[src/rtl/core/assert_macros.svh]
// Assertion macros shared by the RTL files of the execute block.
// Needs a clk and an active-low rst_n in the scope of each use.
`ifndef ASSERT_MACROS_SVH
`define ASSERT_MACROS_SVH

// Checked only outside reset.
`define TMM_ASSERT(lbl, prop, msg) \
  lbl: assert property (@(posedge clk) disable iff (!rst_n) prop) else $error(msg);

// Checked during reset as well.
`define TMM_ASSERT_ALWAYS(lbl, prop, msg) \
  lbl: assert property (@(posedge clk) prop) else $error(msg);

`endif

[src/rtl/core/tmm_pkg.sv]
// Shared types, opcodes and helpers of the toy machine execute block.
// No dependencies.
package tmm_pkg;

  localparam int MEM_DEPTH = 16;
  localparam int ADDR_W    = 4;
  localparam int MODE_W    = 4;
  localparam int IO_W      = 32;

  localparam logic [MODE_W-1:0] OP_HALT  = 4'd0;
  localparam logic [MODE_W-1:0] OP_LOAD  = 4'd1;
  localparam logic [MODE_W-1:0] OP_SAVE  = 4'd2;
  localparam logic [MODE_W-1:0] OP_ADD   = 4'd3;
  localparam logic [MODE_W-1:0] OP_SUB   = 4'd4;
  localparam logic [MODE_W-1:0] OP_GT    = 4'd5;
  localparam logic [MODE_W-1:0] OP_LT    = 4'd6;
  localparam logic [MODE_W-1:0] OP_EQ    = 4'd7;
  localparam logic [MODE_W-1:0] OP_IF    = 4'd8;
  localparam logic [MODE_W-1:0] OP_IN    = 4'd9;
  localparam logic [MODE_W-1:0] OP_OUT   = 4'd10;
  localparam logic [MODE_W-1:0] OP_GOTO  = 4'd11;
  localparam logic [MODE_W-1:0] OP_PERS  = 4'd12;
  localparam logic [MODE_W-1:0] OP_RELD  = 4'd13;
  localparam logic [MODE_W-1:0] OP_CONST = 4'd14;
  localparam logic [MODE_W-1:0] OP_MOVE  = 4'd15;

  typedef logic [ADDR_W-1:0] addr_t;
  typedef logic [MODE_W-1:0] mode_t;

  // Control side of one executed instruction.
  typedef struct packed {
    logic  wm_we;
    addr_t wm_addr;
    logic  bs_we;
    addr_t bs_addr;
    logic  set_halt;
    logic  print_valid;
    logic  jump_valid;
    addr_t jump_target;
  } exec_ctl_t;

  // Opcodes whose first working-memory read is at operand a instead of b.
  function automatic logic reads_a(input mode_t m);
    logic r;
    begin
      r = (m == OP_SAVE) || (m == OP_IF) || (m == OP_OUT) || (m == OP_MOVE);
      return r;
    end
  endfunction

endpackage

[src/rtl/core/tmm_if.sv]
// Valid/ready channel interfaces for instructions and results.
// Depends on tmm_pkg.
interface tmm_in_if import tmm_pkg::*; ();
  logic               valid;
  logic               ready;
  mode_t              mode;
  addr_t              operand_a;
  addr_t              operand_b;
  addr_t              operand_c;
  logic signed [31:0] input_value;

  modport source (output valid, mode, operand_a, operand_b, operand_c, input_value,
                  input ready);
  modport sink   (input valid, mode, operand_a, operand_b, operand_c, input_value,
                  output ready);
endinterface

interface tmm_out_if import tmm_pkg::*; ();
  logic               valid;
  logic               ready;
  logic               halted;
  logic               print_valid;
  logic signed [31:0] print_value;
  logic               jump_valid;
  addr_t              jump_target;

  modport source (output valid, halted, print_valid, print_value, jump_valid, jump_target,
                  input ready);
  modport sink   (input valid, halted, print_valid, print_value, jump_valid, jump_target,
                  output ready);
endinterface

[src/rtl/core/tmm_ram.sv]
// Generic single-write, single-read RAM with registered read data.
// No dependencies.
module tmm_ram #(
  parameter int WIDTH = 32,
  parameter int DEPTH = 16
) (
  input  logic                     clk,
  input  logic                     we,
  input  logic [$clog2(DEPTH)-1:0] waddr,
  input  logic [WIDTH-1:0]         wdata,
  input  logic                     re,
  input  logic [$clog2(DEPTH)-1:0] raddr,
  output logic [WIDTH-1:0]         rdata
);

  logic [WIDTH-1:0] mem [DEPTH];

  always_ff @(posedge clk) begin
    if (we) begin
      mem[waddr] <= wdata;
    end
    if (re) begin
      rdata <= mem[raddr];
    end
  end

endmodule

[src/rtl/core/tmm_alu.sv]
// Opcode decode and datapath for one instruction: write request and result fields.
// Depends on tmm_pkg.
module tmm_alu import tmm_pkg::*; #(
  parameter int WORD_W = 32
) (
  input  mode_t              mode,
  input  addr_t              opa,
  input  addr_t              opb,
  input  addr_t              opc,
  input  logic [WORD_W-1:0]  in_word,
  input  logic [WORD_W-1:0]  x,       // work[a] or work[b], per reads_a()
  input  logic [WORD_W-1:0]  y,       // work[c]
  input  logic [WORD_W-1:0]  bs,      // store[a]
  output exec_ctl_t          ctl,
  output logic [WORD_W-1:0]  wr_data,
  output logic signed [IO_W-1:0] print_value
);

  localparam logic [WORD_W-1:0] ONE = WORD_W'(1);

  always_comb begin
    ctl         = '0;
    wr_data     = '0;
    print_value = '0;
    ctl.wm_addr = opa;
    ctl.bs_addr = opb;
    case (mode)
      OP_HALT: ctl.set_halt = 1'b1;
      OP_LOAD: begin
        ctl.wm_we   = 1'b1;
        ctl.wm_addr = opb;
        wr_data     = bs;
      end
      OP_SAVE: begin
        ctl.bs_we = 1'b1;
        wr_data   = x;
      end
      OP_ADD: begin
        ctl.wm_we = 1'b1;
        wr_data   = x + y;
      end
      OP_SUB: begin
        ctl.wm_we = 1'b1;
        wr_data   = x - y;
      end
      OP_GT: begin
        ctl.wm_we = 1'b1;
        wr_data   = ($signed(x) > $signed(y)) ? ONE : '0;
      end
      OP_LT: begin
        ctl.wm_we = 1'b1;
        wr_data   = ($signed(x) < $signed(y)) ? ONE : '0;
      end
      OP_EQ: begin
        ctl.wm_we = 1'b1;
        wr_data   = (x == y) ? ONE : '0;
      end
      OP_IF: begin
        ctl.jump_valid  = 1'b1;
        ctl.jump_target = (x != '0) ? opb : opc;
      end
      OP_IN: begin
        ctl.wm_we = 1'b1;
        wr_data   = in_word;
      end
      OP_OUT: begin
        ctl.print_valid = 1'b1;
        print_value     = IO_W'($signed(x));
      end
      OP_GOTO: begin
        ctl.jump_valid  = 1'b1;
        ctl.jump_target = opa;
      end
      OP_CONST: begin
        ctl.wm_we   = 1'b1;
        ctl.wm_addr = opb;
        wr_data     = WORD_W'(opa);
      end
      OP_MOVE: begin
        ctl.wm_we   = 1'b1;
        ctl.wm_addr = opb;
        wr_data     = x;
      end
      default: ;  // persist / reload: no effect
    endcase
  end

endmodule

[src/rtl/core/toy_memory_machine_execute.sv]
// Top level of the toy machine execute block: read stage, execute stage, result register.
// Depends on tmm_pkg, tmm_if, tmm_ram, tmm_alu and assert_macros.svh.
//
// One decoded instruction is taken per beat and one result beat comes out for
// each, in order. Throughput is one instruction per clock while the result side
// keeps ready high; a stall there holds input ready low. The stages follow
// from the registered read of the memories: operands are read at the accept
// edge, the execute stage does the add/compare and the write-back, and the result
// lands in the output register. A write-back in the same cycle that a new beat
// reads is forwarded to it, so dependent instructions may follow back to back.
// Both memories read as zero after reset through per-entry valid bits; no
// clearing pass is needed. Halt is sticky until reset; later instructions
// still execute.
module toy_memory_machine_execute import tmm_pkg::*; #(
  parameter int WORD_WIDTH = 32
) (
  input  logic      clk,
  input  logic      rst_n,
  tmm_in_if.sink    in_ch,
  tmm_out_if.source out_ch
);

`include "assert_macros.svh"

  typedef logic [WORD_WIDTH-1:0] word_t;

  // ---------------------------------------------------------------
  // Handshake: execute stage drains into the result register.
  // ---------------------------------------------------------------
  logic ex_vld_r;
  logic out_vld_r;
  logic out_free;
  logic ex_go;
  logic in_rdy;
  logic in_fire;

  assign out_free = !out_vld_r || out_ch.ready;
  assign ex_go    = ex_vld_r && out_free;
  assign in_rdy   = !ex_vld_r || out_free;
  assign in_fire  = in_ch.valid && in_rdy;
  assign in_ch.ready = in_rdy;

  // ---------------------------------------------------------------
  // Read addresses from the incoming beat
  // ---------------------------------------------------------------
  addr_t rd0;
  assign rd0 = reads_a(in_ch.mode) ? in_ch.operand_a : in_ch.operand_b;

  // ---------------------------------------------------------------
  // Execute stage registers (payload, no reset)
  // ---------------------------------------------------------------
  mode_t ex_mode_r;
  addr_t ex_a_r, ex_b_r, ex_c_r;
  word_t ex_iv_r;

  // valid bit of the entry read, forward flags and forwarded word
  logic  v0_r, v1_r, vb_r;
  logic  fw0_r, fw1_r, fwb_r;
  word_t fw_data_r;

  exec_ctl_t ctl;
  word_t     wr_data;
  logic signed [IO_W-1:0] print_value;

  logic wm_we, bs_we;
  assign wm_we = ex_go && ctl.wm_we;
  assign bs_we = ex_go && ctl.bs_we;

  logic fw0, fw1, fwb;
  assign fw0 = wm_we && (ctl.wm_addr == rd0);
  assign fw1 = wm_we && (ctl.wm_addr == in_ch.operand_c);
  assign fwb = bs_we && (ctl.bs_addr == in_ch.operand_a);

  // ---------------------------------------------------------------
  // Valid bits: an entry never written reads as zero
  // ---------------------------------------------------------------
  logic [MEM_DEPTH-1:0] wvld_r, bvld_r;

  always_ff @(posedge clk) begin
    if (!rst_n) begin
      wvld_r <= '0;
      bvld_r <= '0;
    end else begin
      if (wm_we) begin
        wvld_r[ctl.wm_addr] <= 1'b1;
      end
      if (bs_we) begin
        bvld_r[ctl.bs_addr] <= 1'b1;
      end
    end
  end

  // ---------------------------------------------------------------
  // Memories: working memory duplicated for its two read ports
  // ---------------------------------------------------------------
  word_t q0, q1, qb;

  tmm_ram #(.WIDTH(WORD_WIDTH), .DEPTH(MEM_DEPTH)) u_wm0 (
    .clk   (clk),
    .we    (wm_we),
    .waddr (ctl.wm_addr),
    .wdata (wr_data),
    .re    (in_fire),
    .raddr (rd0),
    .rdata (q0)
  );

  tmm_ram #(.WIDTH(WORD_WIDTH), .DEPTH(MEM_DEPTH)) u_wm1 (
    .clk   (clk),
    .we    (wm_we),
    .waddr (ctl.wm_addr),
    .wdata (wr_data),
    .re    (in_fire),
    .raddr (in_ch.operand_c),
    .rdata (q1)
  );

  tmm_ram #(.WIDTH(WORD_WIDTH), .DEPTH(MEM_DEPTH)) u_bs (
    .clk   (clk),
    .we    (bs_we),
    .waddr (ctl.bs_addr),
    .wdata (wr_data),
    .re    (in_fire),
    .raddr (in_ch.operand_a),
    .rdata (qb)
  );

  always_ff @(posedge clk) begin
    if (in_fire) begin
      ex_mode_r <= in_ch.mode;
      ex_a_r    <= in_ch.operand_a;
      ex_b_r    <= in_ch.operand_b;
      ex_c_r    <= in_ch.operand_c;
      ex_iv_r   <= WORD_WIDTH'(in_ch.input_value);  // sign-extend or cut
      v0_r      <= wvld_r[rd0];
      v1_r      <= wvld_r[in_ch.operand_c];
      vb_r      <= bvld_r[in_ch.operand_a];
      fw0_r     <= fw0;
      fw1_r     <= fw1;
      fwb_r     <= fwb;
      fw_data_r <= wr_data;
    end
  end

  always_ff @(posedge clk) begin
    if (!rst_n) begin
      ex_vld_r <= 1'b0;
    end else if (in_rdy) begin
      ex_vld_r <= in_ch.valid;
    end
  end

  // Operand words: forwarded write wins, then RAM if written, else zero.
  word_t x, y, bs;
  assign x  = fw0_r ? fw_data_r : (v0_r ? q0 : '0);
  assign y  = fw1_r ? fw_data_r : (v1_r ? q1 : '0);
  assign bs = fwb_r ? fw_data_r : (vb_r ? qb : '0);

  tmm_alu #(.WORD_W(WORD_WIDTH)) u_alu (
    .mode        (ex_mode_r),
    .opa         (ex_a_r),
    .opb         (ex_b_r),
    .opc         (ex_c_r),
    .in_word     (ex_iv_r),
    .x           (x),
    .y           (y),
    .bs          (bs),
    .ctl         (ctl),
    .wr_data     (wr_data),
    .print_value (print_value)
  );

  // ---------------------------------------------------------------
  // Sticky halt and result register
  // ---------------------------------------------------------------
  logic halt_r;

  always_ff @(posedge clk) begin
    if (!rst_n) begin
      halt_r <= 1'b0;
    end else if (ex_go && ctl.set_halt) begin
      halt_r <= 1'b1;
    end
  end

  logic                   o_halted_r;
  logic                   o_pv_r;
  logic signed [IO_W-1:0] o_pval_r;
  logic                   o_jv_r;
  addr_t                  o_jt_r;

  always_ff @(posedge clk) begin
    if (ex_go) begin
      o_halted_r <= halt_r || ctl.set_halt;
      o_pv_r     <= ctl.print_valid;
      o_pval_r   <= print_value;
      o_jv_r     <= ctl.jump_valid;
      o_jt_r     <= ctl.jump_target;
    end
  end

  always_ff @(posedge clk) begin
    if (!rst_n) begin
      out_vld_r <= 1'b0;
    end else if (out_free) begin
      out_vld_r <= ex_vld_r;
    end
  end

  assign out_ch.valid       = out_vld_r;
  assign out_ch.halted      = o_halted_r;
  assign out_ch.print_valid = o_pv_r;
  assign out_ch.print_value = o_pval_r;
  assign out_ch.jump_valid  = o_jv_r;
  assign out_ch.jump_target = o_jt_r;

  // ---------------------------------------------------------------
  // Assertions
  // ---------------------------------------------------------------
  `TMM_ASSERT(a_go_fills_out, ex_go |=> out_vld_r, "executed beat did not reach result reg")
  `TMM_ASSERT(a_halt_sticky, halt_r |=> halt_r, "halt flag dropped")
  `TMM_ASSERT(a_halt_in_result, (halt_r && out_vld_r) |-> o_halted_r, "result misses halt")
  `TMM_ASSERT(a_print_jump_excl, out_vld_r |-> !(o_pv_r && o_jv_r), "print and jump together")

endmodule

[src/flat_wrapper.sv]
// flat-port wrapper written by rule: the top's interface ports become plain ports
module toy_memory_machine_execute_flat import tmm_pkg::*;
#(
  parameter int WORD_WIDTH = 32
)
  (clk, rst_n, in_ch_valid, in_ch_mode, in_ch_operand_a, in_ch_operand_b, in_ch_operand_c, in_ch_input_value, in_ch_ready, out_ch_valid, out_ch_halted, out_ch_print_valid, out_ch_print_value, out_ch_jump_valid, out_ch_jump_target, out_ch_ready);
  tmm_in_if in_ch_i ();
  tmm_out_if out_ch_i ();
  input  logic clk;
  input  logic rst_n;
  input wire logic [$bits(in_ch_i.valid)-1:0] in_ch_valid;
  input wire logic [$bits(in_ch_i.mode)-1:0] in_ch_mode;
  input wire logic [$bits(in_ch_i.operand_a)-1:0] in_ch_operand_a;
  input wire logic [$bits(in_ch_i.operand_b)-1:0] in_ch_operand_b;
  input wire logic [$bits(in_ch_i.operand_c)-1:0] in_ch_operand_c;
  input wire logic [$bits(in_ch_i.input_value)-1:0] in_ch_input_value;
  output wire logic [$bits(in_ch_i.ready)-1:0] in_ch_ready;
  output wire logic [$bits(out_ch_i.valid)-1:0] out_ch_valid;
  output wire logic [$bits(out_ch_i.halted)-1:0] out_ch_halted;
  output wire logic [$bits(out_ch_i.print_valid)-1:0] out_ch_print_valid;
  output wire logic [$bits(out_ch_i.print_value)-1:0] out_ch_print_value;
  output wire logic [$bits(out_ch_i.jump_valid)-1:0] out_ch_jump_valid;
  output wire logic [$bits(out_ch_i.jump_target)-1:0] out_ch_jump_target;
  input wire logic [$bits(out_ch_i.ready)-1:0] out_ch_ready;
  assign in_ch_i.valid = in_ch_valid;
  assign in_ch_i.mode = in_ch_mode;
  assign in_ch_i.operand_a = in_ch_operand_a;
  assign in_ch_i.operand_b = in_ch_operand_b;
  assign in_ch_i.operand_c = in_ch_operand_c;
  assign in_ch_i.input_value = in_ch_input_value;
  assign in_ch_ready = in_ch_i.ready;
  assign out_ch_valid = out_ch_i.valid;
  assign out_ch_halted = out_ch_i.halted;
  assign out_ch_print_valid = out_ch_i.print_valid;
  assign out_ch_print_value = out_ch_i.print_value;
  assign out_ch_jump_valid = out_ch_i.jump_valid;
  assign out_ch_jump_target = out_ch_i.jump_target;
  assign out_ch_i.ready = out_ch_ready;
  toy_memory_machine_execute #(.WORD_WIDTH(WORD_WIDTH)) u_core (.clk(clk), .rst_n(rst_n), .in_ch(in_ch_i), .out_ch(out_ch_i));
endmodule
[config.mk]
export PLATFORM = sky130hd
export DESIGN_NAME = toy_memory_machine_execute_flat
export DESIGN_NICKNAME = d
export VERILOG_FILES = /design/src/rtl/core/tmm_pkg.sv /design/src/rtl/core/tmm_if.sv /design/src/rtl/core/tmm_ram.sv /design/src/rtl/core/tmm_alu.sv /design/src/rtl/core/toy_memory_machine_execute.sv /design/src/flat_wrapper.sv
export VERILOG_INCLUDE_DIRS = /design/src /design/src/rtl/core
export SDC_FILE = /design/constraint.sdc
export NUM_CORES = 2
export LEC_CHECK = 0
export BUFFER_PORTS_ARGS = -buffer_cell sky130_fd_sc_hd__buf_2
export CORE_MARGIN = 1
export CORE_UTILIZATION = 42
export CTS_BUF_LIST = sky130_fd_sc_hd__clkbuf_4 sky130_fd_sc_hd__clkbuf_8
export CTS_CLUSTER_SIZE = 12
export DETAILED_ROUTE_END_ITERATION = 8
export GPL_ROUTABILITY_DRIVEN = 1
export SLEW_MARGIN = 20
export SYNTH_ARGS = -nofsm -noshare
export SYNTH_HDL_FRONTEND = slang
export SYNTH_SLANG_ARGS = --single-unit
[constraint.sdc]
create_clock -name clk -period 11.85 [get_ports clk]
set_clock_uncertainty 0.1 [all_clocks]
set_input_delay 0.5925 -clock clk [delete_from_list [all_inputs] [get_ports clk]]
set_output_delay 0.5925 -clock clk [all_outputs]
set_load 0.05 [all_outputs]
==> metrics.yaml <==
run_status:
  status: "finished, final reports clean"
sta:
  fin_crit_ns: 5.69
  fin_hold_ws_ns: 0.105
  setup_tns_ns: 0
  fmax_mhz: 176
  grt_setup_unrepaired: "no"
  slew_headroom_pct: 24.0
  maxSlewViolCount: 0
  hold_violations: 0
  max_slew.worst_pin.slew_ns: 1.14
  finalCritPeriodShare_pct: 48.0
  finalSetupViolations: 0
placed_design:
  place_hpwl_mm: 105
  io_buffer_count: 92
  gp_congestion: 0.974
clock_tree:
  clk_path_buf_depth: 3
  numCtsBuffers: 209
  path_clk_slew_ns: 0.07
  post-cts-setup-buffer-count: 0
  post_cts_resize_count: 0
  cts_root_buffer: "clkbuf_8"
  insertion_delay_ns: 0.94
  tritoncts: "built"
  clkSinkCount: 1280
  h-tree-depth: 4
pwr:
  total_power_w: 0.0106
  p_sw_share_pct: 26.1
  power.internal_w: 0.00784
  seq_power_share_pct: 50.5
  power_leakage_nw: 21.2
  power.switching_w: 0.00277
  power.density_nw_per_um2: 164
  power_frac_comb_pct: 12.8
  ir_drop_mv: 0.0879
  clockPowerShare_pct: 36.7
worst_setup_path:
  path_max_fanout: 31
  crit_required_ns: 12.43
  worst_ep_arrival_time_ns: 6.26
  slowest_delay_ns: 0.78
  worstSetupPathType: "flip-flop to flip-flop"
  cp_slowest_cell: "a22oi_1"
  end_kind: "flip-flop"
  cp_cell_sequence: "buf_4 -> nor2b_2 -> buf_4 -> a22oi_1 -> inv_1 -> ha_1 -> nor2_2 -> a2111oi_2 -> o41a_4 -> o31ai_1 -> a311o_1 -> a211oi_1 -> mux2i_1 -> o311ai_4 -> buf_8"
  crit_path_frequent_cell: "buf_4"
  worst_setup_path_start_kind: "flip-flop"
global_route:
  grt_max_degree: 80
  antenna_found_initial: 6
  overflow: 0
  track_usage_pct: 25.6
  grt_pass1_vias: 33800
  grt_pass1_wl_mm: 248
route:
  wl_per_cell_um: 33.3
  wl_mm: 175
  drc: 0
  first_iter_violations: 4302
  dr.pass1.iters: 6
  num_vias: 33100
  viasPerCell: 6.33
  drt.antenna.violating_nets: 0
synthesis:
  ys_warn_count: 0
  syn_area_um2: 56900
  syn_inst: 3054
  synth_fp_nets: 3171
  async_flop_share_pct: 0
  seq_area_frac_synth_pct: 66.9
  synth_edf_count: 1245
  synthFlopType: "edfxtp_1"
  syn_area_per_cell_um2: 18.6
  ys_ff_latch: 1280
  synth_cell_type_count: 90
finish:
  fillers: 11000
  utilization_pct: 48.3
  nNetsFinal: 3411
  area_growth_pct: 13.7
  drive_gt1_share_pct: 31.4
floorplanning:
  num_rows: 134
  core-area_um2: 134000
  ios: 93
  dieArea_um2: 137000
  start_util_pct: 42.5
  dieWidth_um: 370
  die_h_um: 370
job:
  cap_violations: 0
min_path:
  hold_class: "primary input to flip-flop"
Yosys cell counts (13+ instances only):
cell | count | area, um2
edfxtp_1 | 1245 | 37400
mux4_2 | 462 | 10400
clkbuf_1 | 122 | 458
nor2_1 | 115 | 432
a21oi_1 | 102 | 510
inv_1 | 77 | 289
a22o_1 | 67 | 587
nor2b_1 | 65 | 407
ha_1 | 63 | 788
nand2_1 | 58 | 218
mux2i_1 | 47 | 470
a211oi_1 | 46 | 345
buf_2 | 45 | 225
o21ai_0 | 44 | 220
o21a_1 | 39 | 293
dfxtp_1 | 35 | 701
nor3_1 | 34 | 170
a22oi_1 | 28 | 210
a222oi_1 | 24 | 240
buf_1 | 23 | 86.3
nand3_1 | 23 | 115
a21o_1 | 18 | 135
nand2b_1 | 17 | 106
a221oi_1 | 16 | 140
nand4_1 | 13 | 81.3
power by group through the flow:
stage | logic, W | registers, W | clock network [W]
finish | 0.00136 | 0.00535 | 0.00390
global route | 0.00145 | 0.00535 | 0.00416
CTS | 0.00133 | 0.00535 | 0.00398
detailed placement | 0.00132 | 0.00545 | 0
global placement | 0.00129 | 0.00545 | 0
floorplan | 0.000844 | 0.00543 | 0
cells in the final DEF (no fill, tap or decap), drive strengths merged, types with 8 or more instances in the layout:
| cell | count |
|---|---|
| nand4 | 13 |
| o21a | 39 |
| edfxtp | 1245 |
| a222oi | 24 |
| o31ai | 11 |
| a21o | 18 |
| a211oi | 48 |
| dfxtp | 35 |
| nor3 | 35 |
| o21bai | 11 |
| xnor2 | 10 |
| a22o | 67 |
| o21ai | 56 |
| mux2i | 48 |
| dlygate4sd3 | 43 |
| or2 | 9 |
| o221ai | 9 |
| inv | 89 |
| nand2 | 58 |
| mux4 | 462 |
| o22ai | 9 |
| nor2b | 66 |
| a21oi | 102 |
| ha | 63 |
| bufinv | 12 |
| a22oi | 28 |
| a31oi | 9 |
| o221a | 8 |
| nand2b | 17 |
| buf | 188 |
| a221oi | 16 |
| o211ai | 11 |
| or3 | 9 |
| clkinv | 93 |
| nor2 | 116 |
| clkbuf | 267 |
| nand3 | 23 |
| nor4 | 11 |
layout make-up:
cell class,count,area [um2],share of cell area [%]
inverters,81,304,0.470
clock buffers,266,3320,5.14
diodes,7,17.5,0.0271
flip-flops and latches,1280,38100,58.9
repair buffers,232,1680,2.60
multi-input cells,1490,18200,28.1
well taps,1768,2210,3.42
clock inverters,114,873,1.35
flip-flops by register name, indices dropped and copies added, names as in the netlist, 4 cells and up:
| register | flops |
|---|---|
| u_core.u_bs.mem | 512 |
| u_core.u_wm1.mem | 288 |
| u_core.u_wm0.mem | 224 |
| u_core.ex_iv_r | 32 |
| u_core.fw_data_r | 32 |
| u_core.out_ch.print_value | 32 |
| u_core.u_bs.rdata | 32 |
| u_core.u_wm0.rdata | 32 |
| u_core.u_wm1.rdata | 32 |
| u_core.bvld_r | 16 |
| u_core.wvld_r | 16 |
| u_core.ex_a_r | 4 |
| u_core.ex_b_r | 4 |
| u_core.ex_c_r | 4 |
| u_core.ex_mode_r | 4 |
| u_core.out_ch.jump_target | 4 |
critical path: cells and delay by family (launching register included):
| family | cells | cell delay, ns |
|---|---|---|
| flops | 1 | 0.35 |
| simple gates | 2 | 0.31 |
| buf+inv | 4 | 1.02 |
| fa+ha+maj | 1 | 0.50 |
| mux | 1 | 0.26 |
| compound gates | 7 | 2.88 |
metal layers:
layer / track usage, % / part of all wire, %
met1: 35.5 / 41
met2: 40.1 / 47
met3: 5.40 / 8.5
met4: 9.11 / 3.3
met5: 0 / 0.0074
cell families after synthesis:
family	after synthesis	synth area share [%]
mux	511	19.2
xor+xnor	15	0.231
fa+ha+maj	65	1.46
simple gates	379	3.34
flops	1280	66.9
buf+inv	284	2.07
compound gates	520	6.81
stage by stage:
| stage | setup WS, ns | cell area [um2] | cells |
|---|---|---|---|
| floorplan | 5.65 | 56900 | 3054 |
| global placement | 6.18 | 59900 | 4805 |
| detailed placement | 5.86 | 59900 | 4806 |
| CTS | 5.86 | 64600 | 5229 |
| global route | 6.05 | 64700 | 5235 |
| finish | 6.16 | 64700 | 5238 |
path summary, 6_finish.rpt:
check        slack, ns                      startpoint                               to  cells past startpoint
max               6.16          u_core.fw0_r$_DFFE_PP_  u_core.u_bs.mem[6][0]$_DFFE_PP_                     15
min reg2reg       0.36  u_core.bvld_r[14]$_SDFFE_PN0P_   u_core.bvld_r[14]$_SDFFE_PN0P_                      1
min               0.10              in_ch_operand_c[2]       u_core.ex_c_r[2]$_DFFE_PP_                      1
max reg2reg       6.16          u_core.fw0_r$_DFFE_PP_  u_core.u_bs.mem[6][0]$_DFFE_PP_                     15
timing repair:
action	CTS	global route
hold buffers	43	0
endpoints found under the hold margin	42	0
setup endpoints to repair	0	0
Power figures use the tool's default switching activity.
